$ cat src/sv/pwlrgb_pkg.sv
// Package: shared widths, constants, register indexes and stage types for the window/level mapper.
`timescale 1ns / 1ps
`default_nettype none

package pwlrgb_pkg;

   // Pixel width used in wide mode (16 to 32).
   localparam int PIXEL_BITS = 32;

   localparam int LEVEL_BITS = 31;
   localparam int VALUE_BITS = 32;
   localparam int QUOT_BITS  = 8;
   localparam int DIV_STEPS  = QUOT_BITS;
   // Span times 255 stays below 2^39.
   localparam int NUM_BITS   = LEVEL_BITS + QUOT_BITS;
   // Front stage, scale stage, one stage per quotient bit, output register.
   localparam int STAGES     = DIV_STEPS + 3;

   localparam logic [VALUE_BITS-1:0] WIDE_MASK =
      VALUE_BITS'((64'd1 << PIXEL_BITS) - 64'd1);
   localparam logic [VALUE_BITS-1:0] NARROW_MASK = VALUE_BITS'(32'h0000_ffff);

   localparam logic [LEVEL_BITS-1:0] WHITE_RESET = LEVEL_BITS'(0);
   localparam logic [LEVEL_BITS-1:0] BLACK_RESET = LEVEL_BITS'(65535);
   localparam logic [LEVEL_BITS-1:0] MIN_SPAN    = LEVEL_BITS'(1);

   localparam logic [7:0] FULL_SCALE = 8'hff;
   localparam logic [7:0] ZERO_SCALE = 8'h00;

   typedef enum logic [1:0] {
      CSR_WHITE = 2'd0,
      CSR_BLACK = 2'd1,
      CSR_DEPTH = 2'd2
   } csr_index_type;

   // After masking and the white compare.
   typedef struct packed {
      logic                  overload;
      logic                  white;
      logic [VALUE_BITS-1:0] diff;
      logic [LEVEL_BITS-1:0] span;
   } front_type;

   // One step of the restoring divider.
   typedef struct packed {
      logic                  overload;
      logic                  white;
      logic                  black;
      logic [LEVEL_BITS-1:0] span;
      logic [NUM_BITS-1:0]   rem;
      logic [QUOT_BITS-1:0]  quot;
   } div_type;

endpackage

`default_nettype wire

$ cat src/sv/pixel_window_level_to_rgb_top.sv
// Top level: window/level mapping of detector pixels to RGB, deep pipeline.
`timescale 1ns / 1ps
`default_nettype none

// Channel  | Direction | Handshake            | Payload
// ---------+-----------+----------------------+------------------------------------
// req_     | in        | req_valid/req_ready  | req_pixel_value[31:0]
// rsp_     | out       | rsp_valid/rsp_ready  | rsp_red, rsp_green, rsp_blue [7:0]
// csr_     | in        | csr_valid/csr_ready  | csr_index[1:0], csr_data[31:0]
//
// One pixel per clock sustained while rsp_ready stays high.
// The pipeline holds one stage per quotient bit (8),
// plus a front stage, a scale stage and the output register (11 registers, the
// front one loaded at the accepting edge).
// Reset (synchronous, active high) empties the pipeline and loads register defaults.
// Each stage loads when it is empty or its successor moves, so bubbles fill
// during an output stall and a stall drops or repeats nothing.
// csr_ready is always high; writes take effect on the next clock.

module pixel_window_level_to_rgb_top (
   input  wire logic        clock,
   input  wire logic        reset,
   input  wire logic        req_valid,
   output logic             req_ready,
   input  wire logic [31:0] req_pixel_value,
   output logic             rsp_valid,
   input  wire logic        rsp_ready,
   output logic [7:0]       rsp_red,
   output logic [7:0]       rsp_green,
   output logic [7:0]       rsp_blue,
   input  wire logic        csr_valid,
   output logic             csr_ready,
   input  wire logic [1:0]  csr_index,
   input  wire logic [31:0] csr_data
);

   // Configuration registers.
   logic [pwlrgb_pkg::LEVEL_BITS-1:0] white_ff;
   logic [pwlrgb_pkg::LEVEL_BITS-1:0] black_ff;
   logic                              depth_ff;

   // Pipeline valid bits and per-stage advance.
   logic vld_ff [0:pwlrgb_pkg::STAGES-1];
   logic vld_in [0:pwlrgb_pkg::STAGES-1];
   logic stage_ready [0:pwlrgb_pkg::STAGES-1];

   // Payload registers.
   pwlrgb_pkg::front_type front_ff;
   pwlrgb_pkg::front_type front_in;
   pwlrgb_pkg::div_type   div_ff [0:pwlrgb_pkg::DIV_STEPS];
   pwlrgb_pkg::div_type   div_in [0:pwlrgb_pkg::DIV_STEPS];
   logic [7:0] red_ff;
   logic [7:0] red_in;
   logic [7:0] green_ff;
   logic [7:0] green_in;
   logic [7:0] blue_ff;
   logic [7:0] blue_in;

   logic [pwlrgb_pkg::VALUE_BITS-1:0] pix_mask;
   logic [pwlrgb_pkg::VALUE_BITS-1:0] pix_used;
   logic [pwlrgb_pkg::QUOT_BITS-1:0]  quot_up;
   logic [7:0]                        grey;

   // ---------------------------------------------------------------------
   // Configuration port: always ready, out-of-range indexes drop the write.
   // ---------------------------------------------------------------------
   assign csr_ready = 1'b1;

   always_ff @(posedge clock) begin
      if (reset) begin
         white_ff <= pwlrgb_pkg::WHITE_RESET;
         black_ff <= pwlrgb_pkg::BLACK_RESET;
         depth_ff <= 1'b0;
      end else if (csr_valid) begin
         case (csr_index)
            pwlrgb_pkg::CSR_WHITE: begin
               white_ff <= csr_data[pwlrgb_pkg::LEVEL_BITS-1:0];
            end
            pwlrgb_pkg::CSR_BLACK: begin
               black_ff <= csr_data[pwlrgb_pkg::LEVEL_BITS-1:0];
            end
            pwlrgb_pkg::CSR_DEPTH: begin
               depth_ff <= csr_data[0];
            end
            default: begin
            end
         endcase
      end
   end

   // ---------------------------------------------------------------------
   // Flow control: a stage advances when it is empty or its successor does.
   // ---------------------------------------------------------------------
   always_comb begin
      stage_ready[pwlrgb_pkg::STAGES-1] = !vld_ff[pwlrgb_pkg::STAGES-1] || rsp_ready;
      for (int i = pwlrgb_pkg::STAGES - 2; i >= 0; i--) begin
         stage_ready[i] = !vld_ff[i] || stage_ready[i+1];
      end
      vld_in[0] = stage_ready[0] ? req_valid : vld_ff[0];
      for (int i = 1; i < pwlrgb_pkg::STAGES; i++) begin
         vld_in[i] = stage_ready[i] ? vld_ff[i-1] : vld_ff[i];
      end
   end

   assign req_ready = stage_ready[0];
   assign rsp_valid = vld_ff[pwlrgb_pkg::STAGES-1];

   always_ff @(posedge clock) begin
      if (reset) begin
         for (int i = 0; i < pwlrgb_pkg::STAGES; i++) begin
            vld_ff[i] <= 1'b0;
         end
      end else begin
         for (int i = 0; i < pwlrgb_pkg::STAGES; i++) begin
            vld_ff[i] <= vld_in[i];
         end
      end
   end

   // ---------------------------------------------------------------------
   // Front stage: mask to the pixel depth, flag overload, compare with white,
   // and form the ramp span. A black level at or below white gives span 1,
   // which is the same as taking black as white + 1.
   // ---------------------------------------------------------------------
   always_comb begin
      pix_mask = depth_ff ? pwlrgb_pkg::WIDE_MASK : pwlrgb_pkg::NARROW_MASK;
      pix_used = req_pixel_value & pix_mask;
      front_in.overload = (pix_used == pix_mask);
      front_in.white    = (pix_used <= {1'b0, white_ff});
      front_in.diff     = pix_used - {1'b0, white_ff};
      front_in.span     = (black_ff > white_ff) ? (black_ff - white_ff)
                                                : pwlrgb_pkg::MIN_SPAN;
   end

   // ---------------------------------------------------------------------
   // Scale stage: black when v - w reaches the span; otherwise the numerator
   // (v - w) * 255 as a shift and subtract. Below the span, v - w fits in
   // 31 bits, so the upper bit of the difference is dropped.
   // ---------------------------------------------------------------------
   always_comb begin
      div_in[0].overload = front_ff.overload;
      div_in[0].white    = front_ff.white;
      div_in[0].black    = (front_ff.diff >= {1'b0, front_ff.span});
      div_in[0].span     = front_ff.span;
      div_in[0].rem      = {front_ff.diff[pwlrgb_pkg::LEVEL_BITS-1:0],
                            {pwlrgb_pkg::QUOT_BITS{1'b0}}}
                         - {{pwlrgb_pkg::QUOT_BITS{1'b0}},
                            front_ff.diff[pwlrgb_pkg::LEVEL_BITS-1:0]};
      div_in[0].quot     = '0;
   end

   // ---------------------------------------------------------------------
   // Restoring divider, one quotient bit per stage, most significant first.
   // The numerator is below 255 * span, so eight bits hold the quotient.
   // ---------------------------------------------------------------------
   always_comb begin
      for (int j = 0; j < pwlrgb_pkg::DIV_STEPS; j++) begin
         logic [pwlrgb_pkg::NUM_BITS-1:0] span_sh;
         span_sh = {{pwlrgb_pkg::QUOT_BITS{1'b0}}, div_ff[j].span}
                   << (pwlrgb_pkg::DIV_STEPS - 1 - j);
         div_in[j+1] = div_ff[j];
         if (div_ff[j].rem >= span_sh) begin
            div_in[j+1].rem = div_ff[j].rem - span_sh;
            div_in[j+1].quot[pwlrgb_pkg::DIV_STEPS-1-j] = 1'b1;
         end
      end
   end

   // ---------------------------------------------------------------------
   // Output stage: round the quotient up on a nonzero remainder, invert to a grey
   // level (full scale for white, zero for black), and select red for overload.
   // ---------------------------------------------------------------------
   always_comb begin
      quot_up = div_ff[pwlrgb_pkg::DIV_STEPS].quot
              + {{(pwlrgb_pkg::QUOT_BITS-1){1'b0}},
                 (div_ff[pwlrgb_pkg::DIV_STEPS].rem != '0)};
      if (div_ff[pwlrgb_pkg::DIV_STEPS].white) begin
         grey = pwlrgb_pkg::FULL_SCALE;
      end else if (div_ff[pwlrgb_pkg::DIV_STEPS].black) begin
         grey = pwlrgb_pkg::ZERO_SCALE;
      end else begin
         grey = pwlrgb_pkg::FULL_SCALE - quot_up;
      end
      if (div_ff[pwlrgb_pkg::DIV_STEPS].overload) begin
         red_in   = pwlrgb_pkg::FULL_SCALE;
         green_in = pwlrgb_pkg::ZERO_SCALE;
         blue_in  = pwlrgb_pkg::ZERO_SCALE;
      end else begin
         red_in   = grey;
         green_in = grey;
         blue_in  = grey;
      end
   end

   // Payload registers: load only when the stage advances and data arrives.
   always_ff @(posedge clock) begin
      if (stage_ready[0] && req_valid) begin
         front_ff <= front_in;
      end
      for (int k = 0; k <= pwlrgb_pkg::DIV_STEPS; k++) begin
         if (stage_ready[k+1] && vld_ff[k]) begin
            div_ff[k] <= div_in[k];
         end
      end
      if (stage_ready[pwlrgb_pkg::STAGES-1] && vld_ff[pwlrgb_pkg::STAGES-2]) begin
         red_ff   <= red_in;
         green_ff <= green_in;
         blue_ff  <= blue_in;
      end
   end

   assign rsp_red   = red_ff;
   assign rsp_green = green_ff;
   assign rsp_blue  = blue_ff;

`ifndef SYNTHESIS
   // Input stalls only when the whole pipeline is full and the output is held.
   a_stall_full: assert property (@(posedge clock) disable iff (reset)
      !req_ready |-> vld_ff[0] && rsp_valid && !rsp_ready)
      else $error("input stalled with room in the pipeline");

   // An accepted transaction lands in the front stage.
   a_accept_lands: assert property (@(posedge clock) disable iff (reset)
      req_valid && req_ready |=> vld_ff[0])
      else $error("accepted transaction lost at the front stage");

   // The ramp span is never zero.
   a_span_nonzero: assert property (@(posedge clock) disable iff (reset)
      vld_ff[0] |-> front_ff.span != '0)
      else $error("zero ramp span");

   // Inside the ramp the final remainder is below the span.
   a_rem_bound: assert property (@(posedge clock) disable iff (reset)
      vld_ff[pwlrgb_pkg::STAGES-2] && !div_ff[pwlrgb_pkg::DIV_STEPS].black
      && !div_ff[pwlrgb_pkg::DIV_STEPS].white |->
      div_ff[pwlrgb_pkg::DIV_STEPS].rem
         < {{pwlrgb_pkg::QUOT_BITS{1'b0}}, div_ff[pwlrgb_pkg::DIV_STEPS].span})
      else $error("divider remainder out of range");

   // Results are grey, or pure red for overload.
   a_rgb_shape: assert property (@(posedge clock) disable iff (reset)
      rsp_valid |-> (rsp_green == rsp_blue)
         && (rsp_red == rsp_green
             || (rsp_red == pwlrgb_pkg::FULL_SCALE && rsp_green == pwlrgb_pkg::ZERO_SCALE)))
      else $error("result is neither grey nor overload red");
`endif

endmodule

`default_nettype wire

$ cat config.mk
export PLATFORM = sky130hd
export DESIGN_NAME = pixel_window_level_to_rgb_top
export DESIGN_NICKNAME = d
export VERILOG_FILES = /design/src/sv/pwlrgb_pkg.sv /design/src/sv/pixel_window_level_to_rgb_top.sv
export SDC_FILE = /design/constraint.sdc
export NUM_CORES = 2
export LEC_CHECK = 0
export ABC_CLOCK_PERIOD_IN_PS = 24000
export BUFFER_PORTS_ARGS = -buffer_cell sky130_fd_sc_hd__buf_2
export CORE_MARGIN = 1.5
export CORE_UTILIZATION = 60
export DETAILED_ROUTE_END_ITERATION = 10
export PLACE_DENSITY_LB_ADDON = 0.1
export SKIP_LAST_GASP = 1
export SYNTH_ARGS = -nofsm -noshare
export SYNTH_HDL_FRONTEND = slang
export SYNTH_SLANG_ARGS = --single-unit
$ cat constraint.sdc
create_clock -name clock -period 24 [get_ports clock]
set_clock_uncertainty 0.2 [all_clocks]
set_input_delay 2.4 -clock clock [delete_from_list [all_inputs] [get_ports clock]]
set_output_delay 2.4 -clock clock [all_outputs]
set_load 0.01 [all_outputs]
## Word-level counts from Yosys, hierarchy flattened

Memories as Yosys holds them, arrays and structs flattened.
Cells that the tools add are included.

| word-level totals | value |
|---|---|
| flip-flop bits (word level) | 144 |
| memory bits (writable) | 740 |
| bits of input ports | 71 |
| output and inout port bits | 27 |
| word-level logic and storage cells | 149 |
| memories kept | 2 |

| operators by class | value |
|---|---|
| add/sub/neg operators | 13 |
| order comparisons | 11 |
| equal/unequal tests | 3 |
| multiplexer cells | 61 |
| bitwise operators | 12 |
| reductions and logical operators | 38 |

Memory list:

| name | depth | bits a word | read ports | clocked after Yosys merged registers in | wr ports | RTL line | text |
|---|---|---|---|---|---|---|---|
| div_ff | 9 | 81 | 9 | 0 | 9 | pixel_window_level_to_rgb_top.sv:50 | `pwlrgb_pkg::div_type div_ff [0:pwlrgb_pkg::DIV_STEPS];` |
| vld_ff | 11 | 1 | 11 | 0 | 11 | pixel_window_level_to_rgb_top.sv:43 | `logic vld_ff [0:pwlrgb_pkg::STAGES-1];` |

Operators by type and width:

| operator | number |
|---|---|
| 39-bit two-way mux | 7 |
| 39-bit by 31-bit subtractor with 39-bit output | 2 |
| 1-bit two-way mux | 50 |
| 40-bit two-way mux | 1 |
| 39-bit by 31-bit >= comparator with 1-bit output | 1 |
| 39-bit by 32-bit >= comparator with 1-bit output | 1 |
| 39-bit by 33-bit >= comparator with 1-bit output | 1 |
| 39-bit by 34-bit >= comparator with 1-bit output | 1 |
| 39-bit by 35-bit >= comparator with 1-bit output | 1 |
| 39-bit by 36-bit >= comparator with 1-bit output | 1 |
| 39-bit by 37-bit >= comparator with 1-bit output | 1 |
| 39-bit by 38-bit >= comparator with 1-bit output | 1 |
| 39-bit nonzero test | 1 |
| 39-bit by 32-bit subtractor with 39-bit output | 1 |
| 39-bit by 33-bit subtractor with 39-bit output | 1 |
| 39-bit by 34-bit subtractor with 39-bit output | 1 |
| 39-bit by 35-bit subtractor with 39-bit output | 1 |
| 39-bit by 36-bit subtractor with 39-bit output | 1 |
| 39-bit by 37-bit subtractor with 39-bit output | 1 |
| 39-bit by 38-bit subtractor with 39-bit output | 1 |
| 32-bit bitwise AND | 1 |
| 32-bit == test | 1 |
| 32-bit by 31-bit >= comparator with 1-bit output | 1 |
| 32-bit by 31-bit <= comparator with 1-bit output | 1 |
| 15 further kinds | 58 |

## Depth between registers and ports, before layout

An unclocked memory read counts as a cell.

| depth | value |
|---|---|
| word-level depth | 15 |
| mapped depth | 15 |
| mapped depth without buffers | 14 |

## Worst setup path before layout

Ideal clock, no wire load.

| timing | value |
|---|---|
| kind | input to register |
| start | input port rsp_ready |
| end | memory div_ff[0][328] (netlist name), enable pin |
| library setup time | 0.630 ns |
| data arrival time | 8.602 ns |
| data required time | 23.170 ns |
| slack | 14.568 ns |
| stages on the path | 5 |
| buffers on the path | 1 |
| cell sequence | nor2b_1 -> and3_1 -> and3_1 -> clkbuf_1 -> a21boi_0 |

RTL lines:

| item | RTL line | text |
|---|---|---|
| start, declared | pixel_window_level_to_rgb_top.sv:27 | `input wire logic rsp_ready,` |
| end, declared | pixel_window_level_to_rgb_top.sv:50 |  |

## Worst setup path after layout

| timing | value |
|---|---|
| start | input port rsp_ready |
| end | output port req_ready |

| between the ends | value |
|---|---|
| cells in the longest elaborated chain, start to end | 11 |

RTL lines:

| item | RTL line | text |
|---|---|---|
| 1-bit logical OR | pixel_window_level_to_rgb_top.sv:95 | `stage_ready[pwlrgb_pkg::STAGES-1] = !vld_ff[pwlrgb_pkg::STAGES-1] \|\| rsp_ready;` |
| 1-bit logical OR (10 in series) | pixel_window_level_to_rgb_top.sv:97 | `stage_ready[i] = !vld_ff[i] \|\| stage_ready[i+1];` |
| end, declared | pixel_window_level_to_rgb_top.sv:24 | `output logic req_ready,` |

No other way between the ends.

==> flow_summary.ini <==
[route]
dr.first_iter.drc_count = 1749
avgRoutedWirePerCell_um = 17.8
via_per_inst = 5.74
drc_errors = 0
firstDrtPassIters = 5
vias = 34131
ant_nets = 0
routed_wl_um = 106000

[place]
dp.cells = 5779
portBuffers = 95
gp_congestion = 0.979
dp_hpwl_um = 84400
placed_area_sq_um = 49900

[final_layout]
fin_cells = 5946
nets = 5259
syn_to_final_growth_pct = 9.19
final_cell_area_sq_um = 52900
antennaDiodeCount = 0
drive_gt1_frac = 0.0780

[floorplan]
die_w_um = 287
initial_core_util = 0.604
ios = 98
core_area_sq_um = 80200
dieArea_sq_um = 82400
die_h_um = 287
rows = 104

[timing]
tightest_slew_ns = 1.10
final-setup-viol-count = 0
min_period_over_period = 0.319
fin_tns_setup_ns = 0
hold_viol_final = 0
relSlewSlack = 0.263
slew_violations = 0
fin_crit_ns = 7.65
grt_setup_unrepaired = false
max_freq_ghz = 0.131

[cts]
cts_resized = 0
clkLatencyLatePin_ns = 0.66
root_buffer = clkbuf_16
clk_pin_slew_ns = 0.06
cts_setup_buffers = 0
cts_tree = built
holdBufCountCts = 0
cts_buffer_depth = 3
cts_max_level = 3
cts.sinks = 817
cts_buffers = 90

[power_and_ir_drop]
power_density_nw_per_um2 = 66.2
vdd_drop_max_mv = 0.0573
clkPwrFrac = 0.386
p_leak_uw = 0.0209
seq_power_share = 0.473
internal_power_uw = 2610
switching_power_uw = 895
p_sw_frac = 0.256
comb_power_share = 0.141

[synth]
postSynth.asyncResetShare = 0
yosysSeqAreaShare = 0.491
yosysTopAreaCell = edfxtp_1
synth_fp_nets = 5197
synth_top_area_share = 0.461
ys_ff_latch = 817
syn_inst = 4749
syn_avg_cell_area_sq_um = 10.2
ys.flop_type = edfxtp_1
synth_edf_count = 743
synth.cell_area_sq_um = 48400
netlist_top_cells_area = edfxtp_1 (46%), ha_1 (9.5%), a21oi_1 (4.9%), xnor2_1 (3.7%), nand2_1 (3.4%)
synth_cell_types = 91
synth_warnings = 0

[global_routing]
grt_pass1_vias = 34025
grt_usage = 0.258
grt_overflow = 0
grt_antenna_before_repair = 0
grt_pass1_wl_um = 169000
grt_max_degree = 78

[worst_setup_path]
r2r_slack_ns = 19.39
critical_path.startpoint_type = input pin
arrival_ns = 5.05
r2r-start = div_ff[0][497]
cp.required_ns = 21.40
critical_path_class = in2out
critPathCaptureType = output pin
reg2reg_depth = 13
rr_endpoint = div_ff[0][612]
crit_fanout = 7

[run]
cap_violations = 0

[hold_path]
hold_class = reg2reg
hold_path_end = div_ff[0][726]
holdCritStartpoint = div_ff[0][645]
hold_depth = 0

[status]
status = finished clean
[Yosys cell counts (9+ instances only)]
master,number
nor2_1,318
buf_4,9
a31o_2,9
o211ai_1,18
nor2_2,11
edfxtp_1,743
buf_2,22
o31a_1,15
nand4_1,81
a21oi_1,475
nor4_1,33
nor3b_1,10
a31oi_1,37
o2111ai_1,11
mux2_2,41
nand2b_1,47
nand3_1,79
or2_2,14
o21a_1,44
inv_1,442
dfxtp_1,74
and2_1,26
a211o_1,9
fa_1,10
nand2_1,443
a2111oi_0,9
or3_1,24
xnor2_1,204
and3_1,27
nand4b_1,9
o31ai_1,15
nand3b_1,23
o21bai_1,54
xor2_1,129
ha_1,367
o21ai_0,292
nor2b_1,53
a21boi_0,13
a41oi_1,10
nor3_1,66
a21o_1,165
clkbuf_1,113
a211oi_1,20
[through the flow]
step / total power (uW) / worst slack (ns) / utilization / hold WS (ns)
2_1_floorplan: 2050 / 14.57 / - / 0.200
3_3_place_gp: 2170 / 16.45 / 0.623 / 0.202
3_5_place_dp: 2180 / 16.38 / 0.623 / 0.205
4_1_cts: 3530 / 16.37 / 0.660 / 0.212
5_1_grt: 3650 / 16.11 / 0.660 / 0.212
6_report: 3500 / 16.35 / 0.660 / 0.213
[power by group through the flow]
stage	Clock, uW	Combinational [uW]	Sequential [uW]
CTS	1370	494	1660
floorplan	0	383	1670
finish	1350	495	1660
global placement	0	482	1680
detailed placement	0	490	1690
global route	1430	555	1660
[kinds of logic after synthesis]
kind of cell,count (synthesis),synth area share
muxes,48,0.0110
buffers and inverters,598,0.0479
xor gates and xnor gates,333,0.0602
other,1,0.0000774
adders and majority gates,377,0.0989
and+or+nand+nor,1295,0.127
AOI/OAI and AO/OA,1280,0.163
DFF,817,0.491
[sequential cells by signal (all words and copies together), names as in the netlist]
| register | count |
|---|---|
| div_in | 33 |
| depth_ff | 1 |
| black_ff | 31 |
| div_ff | 662 |
| rsp_red | 8 |
| rsp_blue | 8 |
| vld_ff | 11 |
| front_ff | 32 |
| white_ff | 31 |
[metal layers]
metal	share of wire	vias up	wire, um	global-route usage
met1	0.37	15819	39200	0.259
met5	0	-	0	0
met4	0.063	0	6650	0.159
met2	0.54	689	57400	0.504
met3	0.027	300	2900	0.0272
li1	-	17323	-	-
[layout make-up]
cell class | instances | area, sq um
Clock buffer | 105 | 2320
Clock inverter | 62 | 627
Timing Repair Buffer | 123 | 686
Tap cell | 1060 | 1330
Inverter | 445 | 1670
Sequential cell | 817 | 23800
Fill cell | 6361 | 27300
Multi-Input combinational cell | 3334 | 22500
[critical path: stages]
cell and delay (ns):
buf_2 0.09, nor2b_1 0.37, and3_1 0.41, and3_1 0.47, nand3_1 0.17, nor2_1 0.70, nand4_1 0.23, buf_2 0.19
[cell usage in the layout (no fill, tap or decap), drive strengths merged, types with 41 or more instances in the layout]
master and instances:
clkinv 43, nand2 443, o21ai 300, buf 123, nor2 329, a21oi 477, o21a 44, nand2b 47
xnor2 204, nor3 66, xor2 129, ha 367, mux2 41, nor2b 53, nand4 81, edfxtp 743
a21o 165, nand3 79, clkbuf 105, inv 451, dfxtp 74, o21bai 54
[how the worst max path moves through the flow]
stage / slack (ns) / startpoint / depth (start not counted) / end
finish: 16.35 / rsp_ready / 8 / req_ready
global route: 16.11 / rsp_ready / 8 / req_ready
CTS: 16.37 / rsp_ready / 8 / req_ready
detailed placement: 16.38 / rsp_ready / 8 / req_ready
global placement: 16.45 / rsp_ready / 8 / req_ready
floorplan: 14.57 / rsp_ready / 5 / div_ff[0][328]
Note: power is estimated with default switching activity, not from simulation.
